[config.mk]
export PLATFORM = sky130hd
export DESIGN_NAME = tpba_zone_ctr
export DESIGN_NICKNAME = d
export VERILOG_FILES = /design/src/hdl/tpba_pkg.sv /design/src/hdl/tpba_zone_ctr.sv
export SDC_FILE = /design/constraint.sdc
export NUM_CORES = 1
export LEC_CHECK = 0
export ABC_AREA = 1
export BUFFER_PORTS_ARGS = -buffer_cell sky130_fd_sc_hd__buf_2
export CAP_MARGIN = 20
export CORE_MARGIN = 10
export CORE_UTILIZATION = 50
export CTS_CLUSTER_SIZE = 14
export DETAILED_ROUTE_END_ITERATION = 8
export GPL_TIMING_DRIVEN = 0
export MAX_ROUTING_LAYER = met4
export PLACE_DENSITY = 0.77
export RECOVER_POWER = 50
export SYNTH_ARGS = -nofsm -noshare
export SYNTH_HDL_FRONTEND = slang
export SYNTH_SLANG_ARGS = --single-unit
export TNS_END_PERCENT = 1
[constraint.sdc]
create_clock -name clk -period 3 [get_ports clk]
set_clock_uncertainty 0.15 [all_clocks]
set_input_delay 0 -clock clk [delete_from_list [all_inputs] [get_ports clk]]
set_output_delay 0 -clock clk [all_outputs]
set_load 0.05 [all_outputs]
[src/hdl/tpba_pkg.sv]
// ----------------------------------------------------------------------------
// tpba_pkg
// Shared constants, codes and types of the two-zone page bitmap allocator.
// ----------------------------------------------------------------------------
package tpba_pkg;

	localparam int MAX_PAGES      = 4096;
	localparam int LOW_ZONE_PAGES = 256;
	localparam int PAGE_BYTES     = 4096;

	localparam int BITS_PER_WORD = 32;
	localparam int BIT_W         = $clog2(BITS_PER_WORD);
	localparam int WORDS         = MAX_PAGES / BITS_PER_WORD;
	localparam int LOW_WORDS     = LOW_ZONE_PAGES / BITS_PER_WORD;
	localparam int WORD_AW       = $clog2(WORDS);
	localparam int WORD_CW       = WORD_AW + 1;
	localparam int PAGE_SHIFT    = $clog2(PAGE_BYTES);
	localparam int ADDR_W        = 32;
	localparam int PAGE_NUM_W    = ADDR_W - PAGE_SHIFT;
	localparam int PIDX_W        = $clog2(MAX_PAGES);
	localparam int PCNT_W        = 13;
	localparam int UP_CNT_W      = 12;
	localparam int LOW_CNT_W     = 9;

	typedef enum logic [1:0] {
		OP_ALLOC   = 2'd0,
		OP_FREE    = 2'd1,
		OP_RESERVE = 2'd2,
		OP_NONE    = 2'd3
	} opcode_t;

	typedef enum logic [1:0] {
		ST_DONE  = 2'd0,
		ST_OOM   = 2'd1,
		ST_RANGE = 2'd2
	} status_t;

	typedef enum logic [1:0] {
		S_IDLE,
		S_WALK,
		S_FINISH
	} state_t;

	typedef struct packed {
		logic take;
		logic low;
	} ctr_upd_t;

endpackage

[src/hdl/tpba_zone_ctr.sv]
// ----------------------------------------------------------------------------
// tpba_zone_ctr
// Page count register and the free/used counters of both zones.
// ----------------------------------------------------------------------------
module tpba_zone_ctr (
	input  logic                             clk,
	input  logic                             arst_n,
	input  logic                             cfg_wr_en,
	input  logic [tpba_pkg::PCNT_W-1:0]      cfg_wr_data,
	input  tpba_pkg::ctr_upd_t               upd,
	output logic [tpba_pkg::PCNT_W-1:0]      pages,
	output logic [tpba_pkg::UP_CNT_W-1:0]    upper_free,
	output logic [tpba_pkg::UP_CNT_W-1:0]    upper_used,
	output logic [tpba_pkg::LOW_CNT_W-1:0]   low_free,
	output logic [tpba_pkg::LOW_CNT_W-1:0]   low_used
);
	import tpba_pkg::*;

	logic [PCNT_W-1:0]    mem_pages_q;
	logic [PCNT_W-1:0]    cfg_pages;
	logic [PCNT_W-1:0]    upper_size;
	logic [PCNT_W-1:0]    cfg_upper_size;
	logic [UP_CNT_W-1:0]  upper_free_q;
	logic [UP_CNT_W-1:0]  upper_used_q;
	logic [LOW_CNT_W-1:0] low_free_q;
	logic [LOW_CNT_W-1:0] low_used_q;

	function automatic logic [PCNT_W-1:0] clamp_pages(input logic [PCNT_W-1:0] p);
		logic [PCNT_W-1:0] r;
		r = p;
		if (p < PCNT_W'(LOW_ZONE_PAGES)) r = PCNT_W'(LOW_ZONE_PAGES);
		if (p > PCNT_W'(MAX_PAGES)) r = PCNT_W'(MAX_PAGES);
		return r;
	endfunction

	assign pages          = clamp_pages(mem_pages_q);
	assign cfg_pages      = clamp_pages(cfg_wr_data);
	assign upper_size     = pages - PCNT_W'(LOW_ZONE_PAGES);
	assign cfg_upper_size = cfg_pages - PCNT_W'(LOW_ZONE_PAGES);

	always_ff @(posedge clk or negedge arst_n) begin
		if (!arst_n) begin
			mem_pages_q  <= PCNT_W'(MAX_PAGES);
			upper_free_q <= UP_CNT_W'(MAX_PAGES - LOW_ZONE_PAGES);
			upper_used_q <= '0;
			low_free_q   <= LOW_CNT_W'(LOW_ZONE_PAGES);
			low_used_q   <= '0;
		end else if (cfg_wr_en) begin
			mem_pages_q  <= cfg_wr_data;
			upper_free_q <= cfg_upper_size[UP_CNT_W-1:0];
			upper_used_q <= '0;
			low_free_q   <= LOW_CNT_W'(LOW_ZONE_PAGES);
			low_used_q   <= '0;
		end else if (upd.take) begin
			if (upd.low) begin
				if (low_used_q < LOW_CNT_W'(LOW_ZONE_PAGES)) begin
					low_used_q <= low_used_q + LOW_CNT_W'(1);
				end
				if (low_free_q != '0) low_free_q <= low_free_q - LOW_CNT_W'(1);
			end else begin
				if (PCNT_W'(upper_used_q) < upper_size) begin
					upper_used_q <= upper_used_q + UP_CNT_W'(1);
				end
				if (upper_free_q != '0) upper_free_q <= upper_free_q - UP_CNT_W'(1);
			end
		end
	end

	assign upper_free = upper_free_q;
	assign upper_used = upper_used_q;
	assign low_free   = low_free_q;
	assign low_used   = low_used_q;

	// free and used of a zone always add up to the zone size
	a_low_sum: assert property (@(posedge clk) disable iff (!arst_n)
		(LOW_CNT_W + 1)'(low_free_q) + (LOW_CNT_W + 1)'(low_used_q)
			== (LOW_CNT_W + 1)'(LOW_ZONE_PAGES))
		else $error("low zone counters out of step");

	a_upper_sum: assert property (@(posedge clk) disable iff (!arst_n)
		PCNT_W'(upper_free_q) + PCNT_W'(upper_used_q) == upper_size)
		else $error("upper zone counters out of step");

endmodule

==> impl_metrics.toml <==
[setup_path]
r2r_slack_ns = -0.16
r2r_cells = 22
path_class = "reg -> reg"
worstReg2RegStart = "mem_pages_q[9]$_DFFE_PN0P_"
cp.arrival_ns = 3.21
r2r-end = "upper_used[1]$_DFFE_PN0P_"
cp-start-kind = "flip-flop"
cp.required_ns = 3.06
setup.worst_path.end_class = "flip-flop"
critPathMaxFanout = 5

[sta]
tightest_slew_ns = 2.11
setup_tns_ns = -1.52
slew-limit-headroom_pct = -40.5
finalCritPeriodShare_pct = 105
setup_slack_ns = -0.158
fmax_mhz = 317
rsz0062_at_grt = "yes"
slew_viol_final = 42
finalHoldViolCount = 0
layout_min_cycle_time_ns = 3.16
setup_viol = 12

[drt]
route.detailed.drc = 0
routedWlPerCell_um = 14.7
ant_nets = 0
wirelength_mm = 9.71
top_layer_used = "met4"
initialDrtViolationCount = 145
drt_first_pass_iters = 5
viasPerCell = 5.28
dr_wl_met3_um = 483
dr_wl_met2_mm = 4.94
wl_met1_mm = 4.14
num_vias = 3482

[die]
core_area_mm2 = 0.00676
die_h_um = 103
pin_count = 73
die_area_mm2 = 0.0106
fp-row-count = 30
die_w_um = 103
start_util_pct = 50.9

[min_path]
hp-class = "in -> reg"
holdPathStages = 4
hold_start = "cfg_wr_data[7]"
hold_end = "mem_pages_q[7]$_DFFE_PN0P_"

[clock_network]
clk_latency_ns = 0.31
cts_buffers = 5
cts_tree = "done"
cts.sink_count = 55
h-tree-depth = 2
path_clk_slew_ns = 0.10
cts_root_buffer = "clkbuf_8"
cts_buffer_depth = 2

[flow_run]
max_cap_violations = 1

[status]
status = "complete, but fails checks"
violations = "max-capacitance violations, max-slew violations, negative setup slack"

[synthesis]
yosys.cell_types.count = 35
yosys_register_bits = 55
synth_largest_area_cell = "dfrtp_1"
synthCells = 461
syn_area_per_cell_um2 = 7.47
synth_warnings = 0
syn_nets = 496
yosys-top-cells-area = "dfrtp_1 36%, nand2_1 9.6%, inv_1 7.0%, ha_1 6.2%, o21ai_0 5.7%"
synth-seq-area-share_pct = 40.2
yosys.area.top_type_share_pct = 35.6
synth_area_mm2 = 0.00344

[grt]
antenna_found_initial = 0
grt_max_degree = 42
grt_pass1_wl_mm = 15.3
grt_pass1_vias = 3337
overflow = 0
grtUsageTotal_pct = 18.3

[placement]
dp_hpwl_mm = 7.07
portBuffers = 72
gp_congestion = 0.912

[final_layout]
drive_gt1_share_pct = 21.1
syn_to_final_growth_pct = 29.3
antennaDiodeCount = 0
nets = 613

[pwr]
p_leak_nw = 2.18
power_w = 0.00224
peakVddDrop_v = 0.000354
power.density_mw_per_mm2 = 503
## cell type report
type	instances	area, um^2
Fill cell	579	2310
Multi-Input combinational cell	325	1850
Sequential cell	55	1380
Timing Repair Buffer	110	681
Inverter	68	272
Tap cell	80	100
Buffer	13	73.8
Clock buffer	6	72.6
Clock inverter	2	16.3
## cell families after synthesis
kind of cell | after synthesis | share of synthesized area, %
and+or+nand+nor | 213 | 28.0
AOI/OAI and AO/OA | 81 | 12.7
DFF | 55 | 40.2
adders and majority gates | 17 | 6.18
buffers and inverters | 81 | 9.41
xor gates and xnor gates | 14 | 3.56
## placed cells by master, fill, tap and decap left out, types with 12 or more instances in the layout
| master | n |
|---|---|
| nand2_1 | 84 |
| inv_1 | 58 |
| dfrtp_1 | 49 |
| clkbuf_1 | 43 |
| buf_2 | 42 |
| nor2_1 | 41 |
| o21ai_0 | 39 |
| nand3_1 | 27 |
| a21oi_1 | 20 |
| dlygate4sd3_1 | 19 |
| nand2_2 | 16 |
| buf_4 | 16 |
| ha_1 | 15 |
| nand4_1 | 12 |
| nor3_1 | 12 |
| xor2_1 | 12 |
## routing by layer
metal / global-route usage, % / vias up
li1: - / 1746
met1: 22.3 / 1623
met2: 30.5 / 101
met3: 3.55 / 12
met4: 4.92 / 0
met5: - / -
## worst max-delay path by stage
stage / endpoint / cells past startpoint / slack, ns / start
global placement: upper_used[2]$_DFFE_PN0P_ / 23 / -0.14 / mem_pages_q[10]$_DFFE_PN0P_
finish: upper_used[1]$_DFFE_PN0P_ / 22 / -0.16 / mem_pages_q[9]$_DFFE_PN0P_
floorplan: upper_used[4]$_DFFE_PN0P_ / 22 / -0.16 / mem_pages_q[10]$_DFFE_PN0P_
global route: upper_used[2]$_DFFE_PN0P_ / 22 / -0.33 / mem_pages_q[9]$_DFFE_PN0P_
detailed placement: upper_used[5]$_DFFE_PN0P_ / 22 / -0.21 / mem_pages_q[10]$_DFFE_PN0P_
CTS: upper_used[5]$_DFFE_PN0P_ / 23 / 0.02 / mem_pages_q[10]$_DFFE_PN0P_
## cells in the mapped netlist (all sizes together)
cell type / count
and3: 3
nand2: 103
o21ai: 44
nor4: 2
ha: 17
nor2: 46
a21oi: 22
xor2: 12
or2: 1
buf: 3
o22ai: 4
dfrtp: 49
a21o: 1
o31ai: 2
inv: 67
a31oi: 4
nand3: 28
dfstp: 6
clkinv: 1
o21a: 1
nand4: 12
xnor2: 2
o211ai: 2
nor3: 18
a21boi: 1
clkbuf: 10
## stage by stage
step	setup WS, ns	utilization (%)	hold slack [ns]	cell area [um^2]	cells
3_3_place_gp	-0.138	59.0	0.105	3990	613
6_report	-0.158	65.9	0.335	4450	659
2_1_floorplan	-0.162	-	-0.446	3530	461
3_5_place_dp	-0.214	59.3	-0.215	4010	614
4_1_cts	0.0219	64.6	0.0672	4360	648
5_1_grt	-0.328	65.9	0.354	4450	659
## sequential cells by signal (all words and copies together) (netlist names)
| signal | count |
|---|---|
| low_free | 9 |
| upper_free | 12 |
| low_used | 9 |
| upper_used | 12 |
| mem_pages_q | 13 |
## worst max-delay path, cell delays in order (launching register included)
cell,delay [ns]
dfrtp_1,0.41
nor2_2,0.15
nand2_1,0.09
nor2_1,0.12
nand2_1,0.10
nand2_4,0.12
clkinv_8,0.07
a21oi_4,0.13
inv_1,0.07
ha_2,0.19
inv_2,0.07
xor2_1,0.15
ha_1,0.27
a21o_1,0.20
nand3_2,0.08
nand2_2,0.05
nor2_2,0.12
nand2_2,0.07
nand2_4,0.09
nand2_4,0.09
clkbuf_16,0.18
nand2_2,0.05
nand2_1,0.04
## power by group
group	switching (W)	internal, W	total [W]
logic	0.000665	0.000259	0.000924
clock network	0.000245	0.000168	0.000413
registers	0.0000703	0.000830	0.000901
total	0.000980	0.00126	0.00224
## what timing repair did
action,in CTS,in global routing
pin swaps,1,12
endpoints found under the hold margin,73,0
hold buffers,19,0
setup buffers,7,10
gates cloned,0,1
gates resized for setup,3,11
endpoints found under the setup margin,12,12
Note: power is estimated with default switching activity, not from simulation.
