**src/hdl/tpba_pkg.sv**
```systemverilog
// ----------------------------------------------------------------------------
// tpba_pkg
// Shared constants, codes and types of the two-zone page bitmap allocator.
// ----------------------------------------------------------------------------
package tpba_pkg;

	localparam int MAX_PAGES      = 4096;
	localparam int LOW_ZONE_PAGES = 256;
	localparam int PAGE_BYTES     = 4096;

	localparam int BITS_PER_WORD = 32;
	localparam int BIT_W         = $clog2(BITS_PER_WORD);
	localparam int WORDS         = MAX_PAGES / BITS_PER_WORD;
	localparam int LOW_WORDS     = LOW_ZONE_PAGES / BITS_PER_WORD;
	localparam int WORD_AW       = $clog2(WORDS);
	localparam int WORD_CW       = WORD_AW + 1;
	localparam int PAGE_SHIFT    = $clog2(PAGE_BYTES);
	localparam int ADDR_W        = 32;
	localparam int PAGE_NUM_W    = ADDR_W - PAGE_SHIFT;
	localparam int PIDX_W        = $clog2(MAX_PAGES);
	localparam int PCNT_W        = 13;
	localparam int UP_CNT_W      = 12;
	localparam int LOW_CNT_W     = 9;

	typedef enum logic [1:0] {
		OP_ALLOC   = 2'd0,
		OP_FREE    = 2'd1,
		OP_RESERVE = 2'd2,
		OP_NONE    = 2'd3
	} opcode_t;

	typedef enum logic [1:0] {
		ST_DONE  = 2'd0,
		ST_OOM   = 2'd1,
		ST_RANGE = 2'd2
	} status_t;

	typedef enum logic [1:0] {
		S_IDLE,
		S_WALK,
		S_FINISH
	} state_t;

	typedef struct packed {
		logic take;
		logic low;
	} ctr_upd_t;

endpackage

```
**src/hdl/tpba_bit_unit.sv**
```systemverilog
// ----------------------------------------------------------------------------
// tpba_bit_unit
// Shared word unit: full test, highest free bit search and word update.
// ----------------------------------------------------------------------------
module tpba_bit_unit (
	input  tpba_pkg::opcode_t                     op,
	input  logic [tpba_pkg::BITS_PER_WORD-1:0]    word,
	input  logic [tpba_pkg::BITS_PER_WORD-1:0]    mask,
	output logic                                  full,
	output logic [tpba_pkg::BIT_W-1:0]            top_bit,
	output logic [tpba_pkg::BITS_PER_WORD-1:0]    new_word
);
	import tpba_pkg::*;

	logic [BITS_PER_WORD-1:0] take_mask;

	assign full = &word;

	// highest clear bit wins
	always_comb begin
		top_bit = '0;
		for (int i = 0; i < BITS_PER_WORD; i++) begin
			if (!word[i]) begin
				top_bit = BIT_W'(i);
			end
		end
	end

	assign take_mask = BITS_PER_WORD'(1) << top_bit;

	always_comb begin
		case (op)
			OP_ALLOC:   new_word = word | take_mask;
			OP_FREE:    new_word = word & ~mask;
			OP_RESERVE: new_word = word | mask;
			default:    new_word = word;
		endcase
	end

endmodule

```
**config.mk**
```make
export PLATFORM = sky130hd
export DESIGN_NAME = tpba_bit_unit
export DESIGN_NICKNAME = d
export VERILOG_FILES = /design/src/hdl/tpba_pkg.sv /design/src/hdl/tpba_bit_unit.sv
export SDC_FILE = /design/constraint.sdc
export NUM_CORES = 1
export LEC_CHECK = 0
export ABC_CLOCK_PERIOD_IN_PS = 2320
export BUFFER_PORTS_ARGS = -buffer_cell sky130_fd_sc_hd__buf_2
export CORE_MARGIN = 4
export CORE_UTILIZATION = 45
export DETAILED_ROUTE_END_ITERATION = 8
export GPL_TIMING_DRIVEN = 0
export PLACE_DENSITY = 0.85
export SYNTH_ARGS = -nofsm -noshare
export SYNTH_HDL_FRONTEND = slang
export SYNTH_SLANG_ARGS = --single-unit
export TNS_END_PERCENT = 20
```
**constraint.sdc**
```tcl
create_clock -name vclk -period 2.32
set_input_delay 0.464 -clock vclk [all_inputs]
set_output_delay 0.464 -clock vclk [all_outputs]
set_load 0.02 [all_outputs]
```
==> results.cfg, run 1 <==
[timing]
setup_violations = 31
post-route-period-util = 1.18
layout_setup_ws_ns = -0.422
clock.fmax_mhz = 365
slew_headroom = 0.407
hold_slack_ns = 1.25
tightest_slew_ns = 0.889
drv_slew = 0
hold_viol_final = 0
rsz0062_at_grt = true
min_period_ns = 2.74

[power_and_ir_drop]
p_leak_nw = 1.45
total_power_w = 0.000639
ir_worst_vdd_v = 0.000160
power_density_nw_per_um2 = 206

[synthesis]
synth_area_per_cell_um2 = 5.80
syn_inst = 278
synth_nets = 344
syn_area_um2 = 1610
synth_seq_area_share = 0
ys_types = 50
yosysWarnings = 0

[cells_and_area]
nets = 482
layoutNonFillerInstCount = 460
final_cell_mix = buf_4, buf_2, a21oi_1
regArea_um2 = 0
nFlopsAndLatches = 0
mostFrequentLayoutCell = buf_4
drive_gt1_frac = 0.478
antennaDiodeCount = 0
area_growth_pct = 92.5
clockBufferCount = 0

[worst_setup_path]
cp_slowest_cell = or3_4
criticalPathCategory = in2out
worstPathRequired_ns = 1.86
endpoint_kind = output pin
crit_chain = buf_12 -> and4_4 -> o211ai_1 -> a21o_2 -> nand3b_4 -> or3_4 -> a221oi_4 -> buf_6
path_buf_inv = 2
crit_fanout = 7
cp_top_family = simple AND/OR/NAND/NOR gates
arrival_ns = 2.28
slowest_delay_ns = 0.49
start_kind = input port

[place]
portBuffers = 102
globalplace.congestion = 0.923
dp_hpwl_mm = 5.50
dp_cells = 426

[global_routing]
grt_max_degree = 11
grt_overflow = 0
use_met1 = 0.416
antenna_found_initial = 0
track_usage = 0.335
grt_pass1_wl_mm = 12.2
grt_util_met2 = 0.605
top_usage_layer = met2
met3_usage = 0.0378
grt_pass1_vias = 2633

[floorplan]
start_util = 0.475
rows = 21
dieArea_um2 = 4600
fp.dieH_um = 67.8
core_area_um2 = 3390
fp.dieW_um = 67.8
ioPinCount = 104

[clocking]
cts-hold-fix-buffers = 0

[detailed_routing]
wl_per_cell_um = 20.9
ant_nets = 0
drt_wl_total_mm = 9.63
dr.first_iter.drc_count = 398
via_per_inst = 6.87
dr_total_vias = 3160
dr.pass1.iters = 6
route.detailed.drc = 0

[job]
cap_violations = 0

[status]
violations = setup timing
outcome = complete, but fails checks

[min_path]
hold_path_class = in2out
kinds of logic (layout without fill, tap and decap cells):
family / after synthesis / in the layout / synth area share
buffers and inverters: 49 / 185 / 0.118
AND/OR/NAND/NOR: 89 / 89 / 0.309
AO/OA/AOI/OAI: 140 / 140 / 0.573
per-stage QoR:
stage                util  worst slack [ns]  TNS, ns  area (µm²)
CTS                 0.835            -0.277    -4.76        2830
global placement    0.692            -0.483    -9.89        2350
global route        0.915            -0.455    -9.04        3100
floorplan               -            -0.133   -0.887        1780
detailed placement  0.692            -0.481   -10.07        2350
finish              0.915            -0.422    -7.38        3100
metal layers:
layer	share of wire	vias to the layer above	wire, µm
li1	-	1317	-
met1	0.33	1416	3180
met2	0.47	335	4510
met3	0.13	92	1270
met4	0.070	0	673
met5	0	-	0
synthesized netlist by cell type, drive strengths merged (2+ instances only):
master | n | area, µm²
a21oi | 50 | 258
o21ai | 36 | 180
inv | 34 | 128
nand2 | 30 | 113
nand4 | 13 | 81.3
a221oi | 11 | 109
clkbuf | 11 | 41.3
a21o | 9 | 67.6
nor2 | 8 | 30.0
nor2b | 8 | 50.1
a22oi | 7 | 52.6
nand2b | 6 | 37.5
o211ai | 5 | 42.5
a21boi | 4 | 33.8
buf | 4 | 21.3
nand3 | 4 | 20.0
nand3b | 4 | 42.5
and4 | 3 | 26.3
nand4b | 3 | 26.3
o2bb2ai | 3 | 26.3
a221o | 2 | 20.0
a31oi | 2 | 18.8
and2 | 2 | 12.5
and3 | 2 | 12.5
nor3 | 2 | 10.0
o21bai | 2 | 15.0
o31ai | 2 | 28.8
o41ai | 2 | 25.0
or3 | 2 | 17.5
layout make-up:
cell class,count,area [µm²]
Tap cell,46,57.6
Timing Repair Buffer,136,1090
Multi-Input combinational cell,229,1740
Fill cell,142,287
Inverter,34,128
Buffer,15,80.1
power by group:
group	switching [W]	leakage, nW	internal [W]
Clock	0	0	0
Sequential	0	0	0
Combinational	0.000355	1.45	0.000283
worst paths after layout:
check | start | to | slack (ns) | cells after the start
min | word[30] | new_word[30] | 1.25 | 3
max | word[23] | new_word[11] | -0.42 | 8
what timing repair did:
action / 4_1_cts / 5_1_grt
hold endpoints to repair: 0 / 0
setup endpoints to repair: 33 / 32
resized for setup: 100 / 46
setup buffers: 19 / 15
pin swaps: 33 / 28
No activity file was read; power rests on OpenSTA's default activity.
==> run 2, diff against run 1 <==
--- a/config.mk
+++ b/config.mk
@@ -10,7 +10,6 @@
 export CORE_MARGIN = 4
 export CORE_UTILIZATION = 45
 export DETAILED_ROUTE_END_ITERATION = 8
-export GPL_TIMING_DRIVEN = 0
 export PLACE_DENSITY = 0.85
 export SYNTH_ARGS = -nofsm -noshare
 export SYNTH_HDL_FRONTEND = slang
==> results.cfg, run 2 <==
[floorplan]
fp.dieW_um = 67.8
start_util = 0.475
rows = 21
fp.dieH_um = 67.8
ioPinCount = 104

[synthesis]
ys_types = 50
synth.area.top_cells = a21oi_1, o21ai_0, inv_1, nand2_1, nand4_1
syn_area_um2 = 1610
synth_area_per_cell_um2 = 5.80
syn_inst = 278
yosysWarnings = 0
synth.top_cells.by_count = a21oi_1, inv_1, nand2_1
synth_most_common_cell = a21oi_1
netlist.area_leader.share = 0.149
synth_nets = 344
synth_seq_area_share = 0
yosysTopAreaCell = a21oi_1

[place]
portBuffers = 104
dp_cells = 481
dp_hpwl_mm = 6.26
globalplace.congestion = 1.01

[global_routing]
grt_max_degree = 50
track_usage = 0.860
grt_overflow = 227

[status]
haltStage = 5_1_grt
outcome = stopped before the end
firstError = [ERROR GRT-0232] Routing congestion too high. Check the congestion heatmap in the GUI.

[timing]
grt-worst-endpoint = new_word[13]
endpoint_type = top-level output
-- run 2: cell counts after synthesis --
Identical to the previous run, type by type.
-- run 2: routing by layer --
layer / global-route usage / GRT overflow
met1: 0.785 / 0
met2: 1.12 / 148
met3: 0.594 / 3
met4: 1.05 / 76
met5: 0.200 / 0
-- run 2: cells by family after synthesis --
logic type / Yosys count / share of synthesized area
compound gates: 140 / 0.573
buf+inv: 49 / 0.118
simple gates: 89 / 0.309
-- run 2: through the flow --
| step | instance area, µm² | TNS, ns | setup slack, ns |
|---|---|---|---|
| 4_1_cts | 3040 | -6.04 | -0.315 |
| 3_5_place_dp | 2820 | -8.03 | -0.416 |
| 3_3_place_gp | 2820 | -6.47 | -0.348 |
| 2_1_floorplan | 1780 | -0.887 | -0.133 |
-- run 2: timing repair --
action | 4_1_cts
endpoints found under the setup margin | 31
hold buffers | 0
buffers inserted | 5
resized for setup | 55
pin swaps | 20
==> run 3, diff against run 2 <==
--- a/config.mk
+++ b/config.mk
@@ -8,9 +8,9 @@
 export ABC_CLOCK_PERIOD_IN_PS = 2320
 export BUFFER_PORTS_ARGS = -buffer_cell sky130_fd_sc_hd__buf_2
 export CORE_MARGIN = 4
-export CORE_UTILIZATION = 45
+export CORE_UTILIZATION = 40
 export DETAILED_ROUTE_END_ITERATION = 8
-export PLACE_DENSITY = 0.85
+export PLACE_DENSITY_LB_ADDON = 0.15
 export SYNTH_ARGS = -nofsm -noshare
 export SYNTH_HDL_FRONTEND = slang
 export SYNTH_SLANG_ARGS = --single-unit
==> results.cfg, run 3 (synthesis results as in run 1) <==
[place]
globalplace.congestion = 0.954
placed_area_um2 = 2800
dp_hpwl_mm = 5.76
portBuffers = 104

[detailed_routing]
dr.pass1.iters = 5
route.detailed.drc = 0
ant_nets = 0
via_per_inst = 6.24
drt_wl_total_mm = 8.99
dr_total_vias = 3046
dr.first_iter.drc_count = 353
wl_per_cell_um = 18.4

[global_routing]
grt_pass1_wl_mm = 13.1
track_usage = 0.304
grt_overflow = 0
antenna_found_initial = 0
grt_max_degree = 46
grt_pass1_vias = 2843

[job]
cap_violations = 0

[power_and_ir_drop]
p_seq_frac = 0
p_int_w = 0.000298
ir_worst_vdd_v = 0.000141
p_sw_frac = 0.538
p_leak_nw = 1.54
power_density_nw_per_um2 = 201
clock_power_share = 0
total_power_w = 0.000646
power_switching_w = 0.000348
p_comb_frac = 1.000

[cells_and_area]
nFlopsAndLatches = 0
final_util = 0.852
final_cell_mix = buf_4, buf_2, a21oi_1
fin_area_um2 = 3210
antennaDiodeCount = 0
regArea_um2 = 0
area_growth_pct = 99.3
clockBufferCount = 0
fillCellCount = 240
nets = 508
mostFrequentLayoutCell = buf_4
drive_gt1_frac = 0.518

[floorplan]
dieArea_um2 = 5110
core_area_um2 = 3770
fp.dieH_um = 71.5
ioPinCount = 104
rows = 22
start_util = 0.427
fp.dieW_um = 71.5

[worst_setup_path]
worstPathRequired_ns = 1.86
arrival_ns = 2.23
endpoint_kind = output pin
criticalPathCategory = in2out
crit_fanout = 6
start_kind = input port

[clocking]
cts-hold-fix-buffers = 0

[timing]
setup_violations = 31
hold_slack_ns = 1.33
clock.fmax_mhz = 371
rsz0062_at_grt = true
layout_setup_ws_ns = -0.378
post-route-period-util = 1.16
drv_slew = 0
hold_viol_final = 0
min_period_ns = 2.70
tightest_slew_ns = 0.426
slew_headroom = 0.716

[status]
outcome = complete, but fails checks
violations = setup timing

[min_path]
hold_path_class = in2out
whs_path_depth = 4
-- run 3: power groups by stage --
stage,logic (W),clock network [W],registers [W]
3_3_place_gp,0.000526,0,0
2_1_floorplan,0.000288,0,0
4_1_cts,0.000606,0,0
6_report,0.000646,0,0
5_1_grt,0.000684,0,0
3_5_place_dp,0.000536,0,0
-- run 3: what timing repair did --
item,4_1_cts,5_1_grt
buffers inserted,5,2
gates resized for setup,85,11
endpoints found under the setup margin,31,32
pin swaps,29,9
cloned,1,0
-- run 3: worst paths after layout --
kind / slack (ns) / start / endpoint
min: 1.33 / word[31] / new_word[31]
max: -0.38 / word[24] / new_word[6]
-- run 3: per-layer routing --
metal	GRT usage	vias up	share of wire
met2	0.545	242	0.49
li1	-	1368	-
met4	0.127	0	0.057
met5	0	-	0
met1	0.360	1386	0.36
met3	0.0421	50	0.10
-- run 3: metrics by stage --
stage               setup WS, ns  instances  setup TNS (ns)
floorplan                 -0.133        278          -0.887
global placement          -0.324        480           -6.73
detailed placement        -0.358        480           -7.44
CTS                       -0.244        486           -4.79
global route              -0.405        488           -9.94
finish                    -0.378        488           -8.81
-- run 3: area by class of cell --
cell class / instances / area [µm²] / area share
Tap cell: 48 / 60.1 / 0.0187
Inverter: 34 / 128 / 0.0397
Timing Repair Buffer: 177 / 1330 / 0.413
Multi-Input combinational cell: 229 / 1700 / 0.529
-- run 3: critical path: stages --
cell and delay (ns):
buf_2 0.13, inv_1 0.06, o21ai_1 0.10, a2111o_1 0.47
a21oi_4 0.26, o21a_1 0.18, inv_2 0.06, o41ai_4 0.33
buf_4 0.19
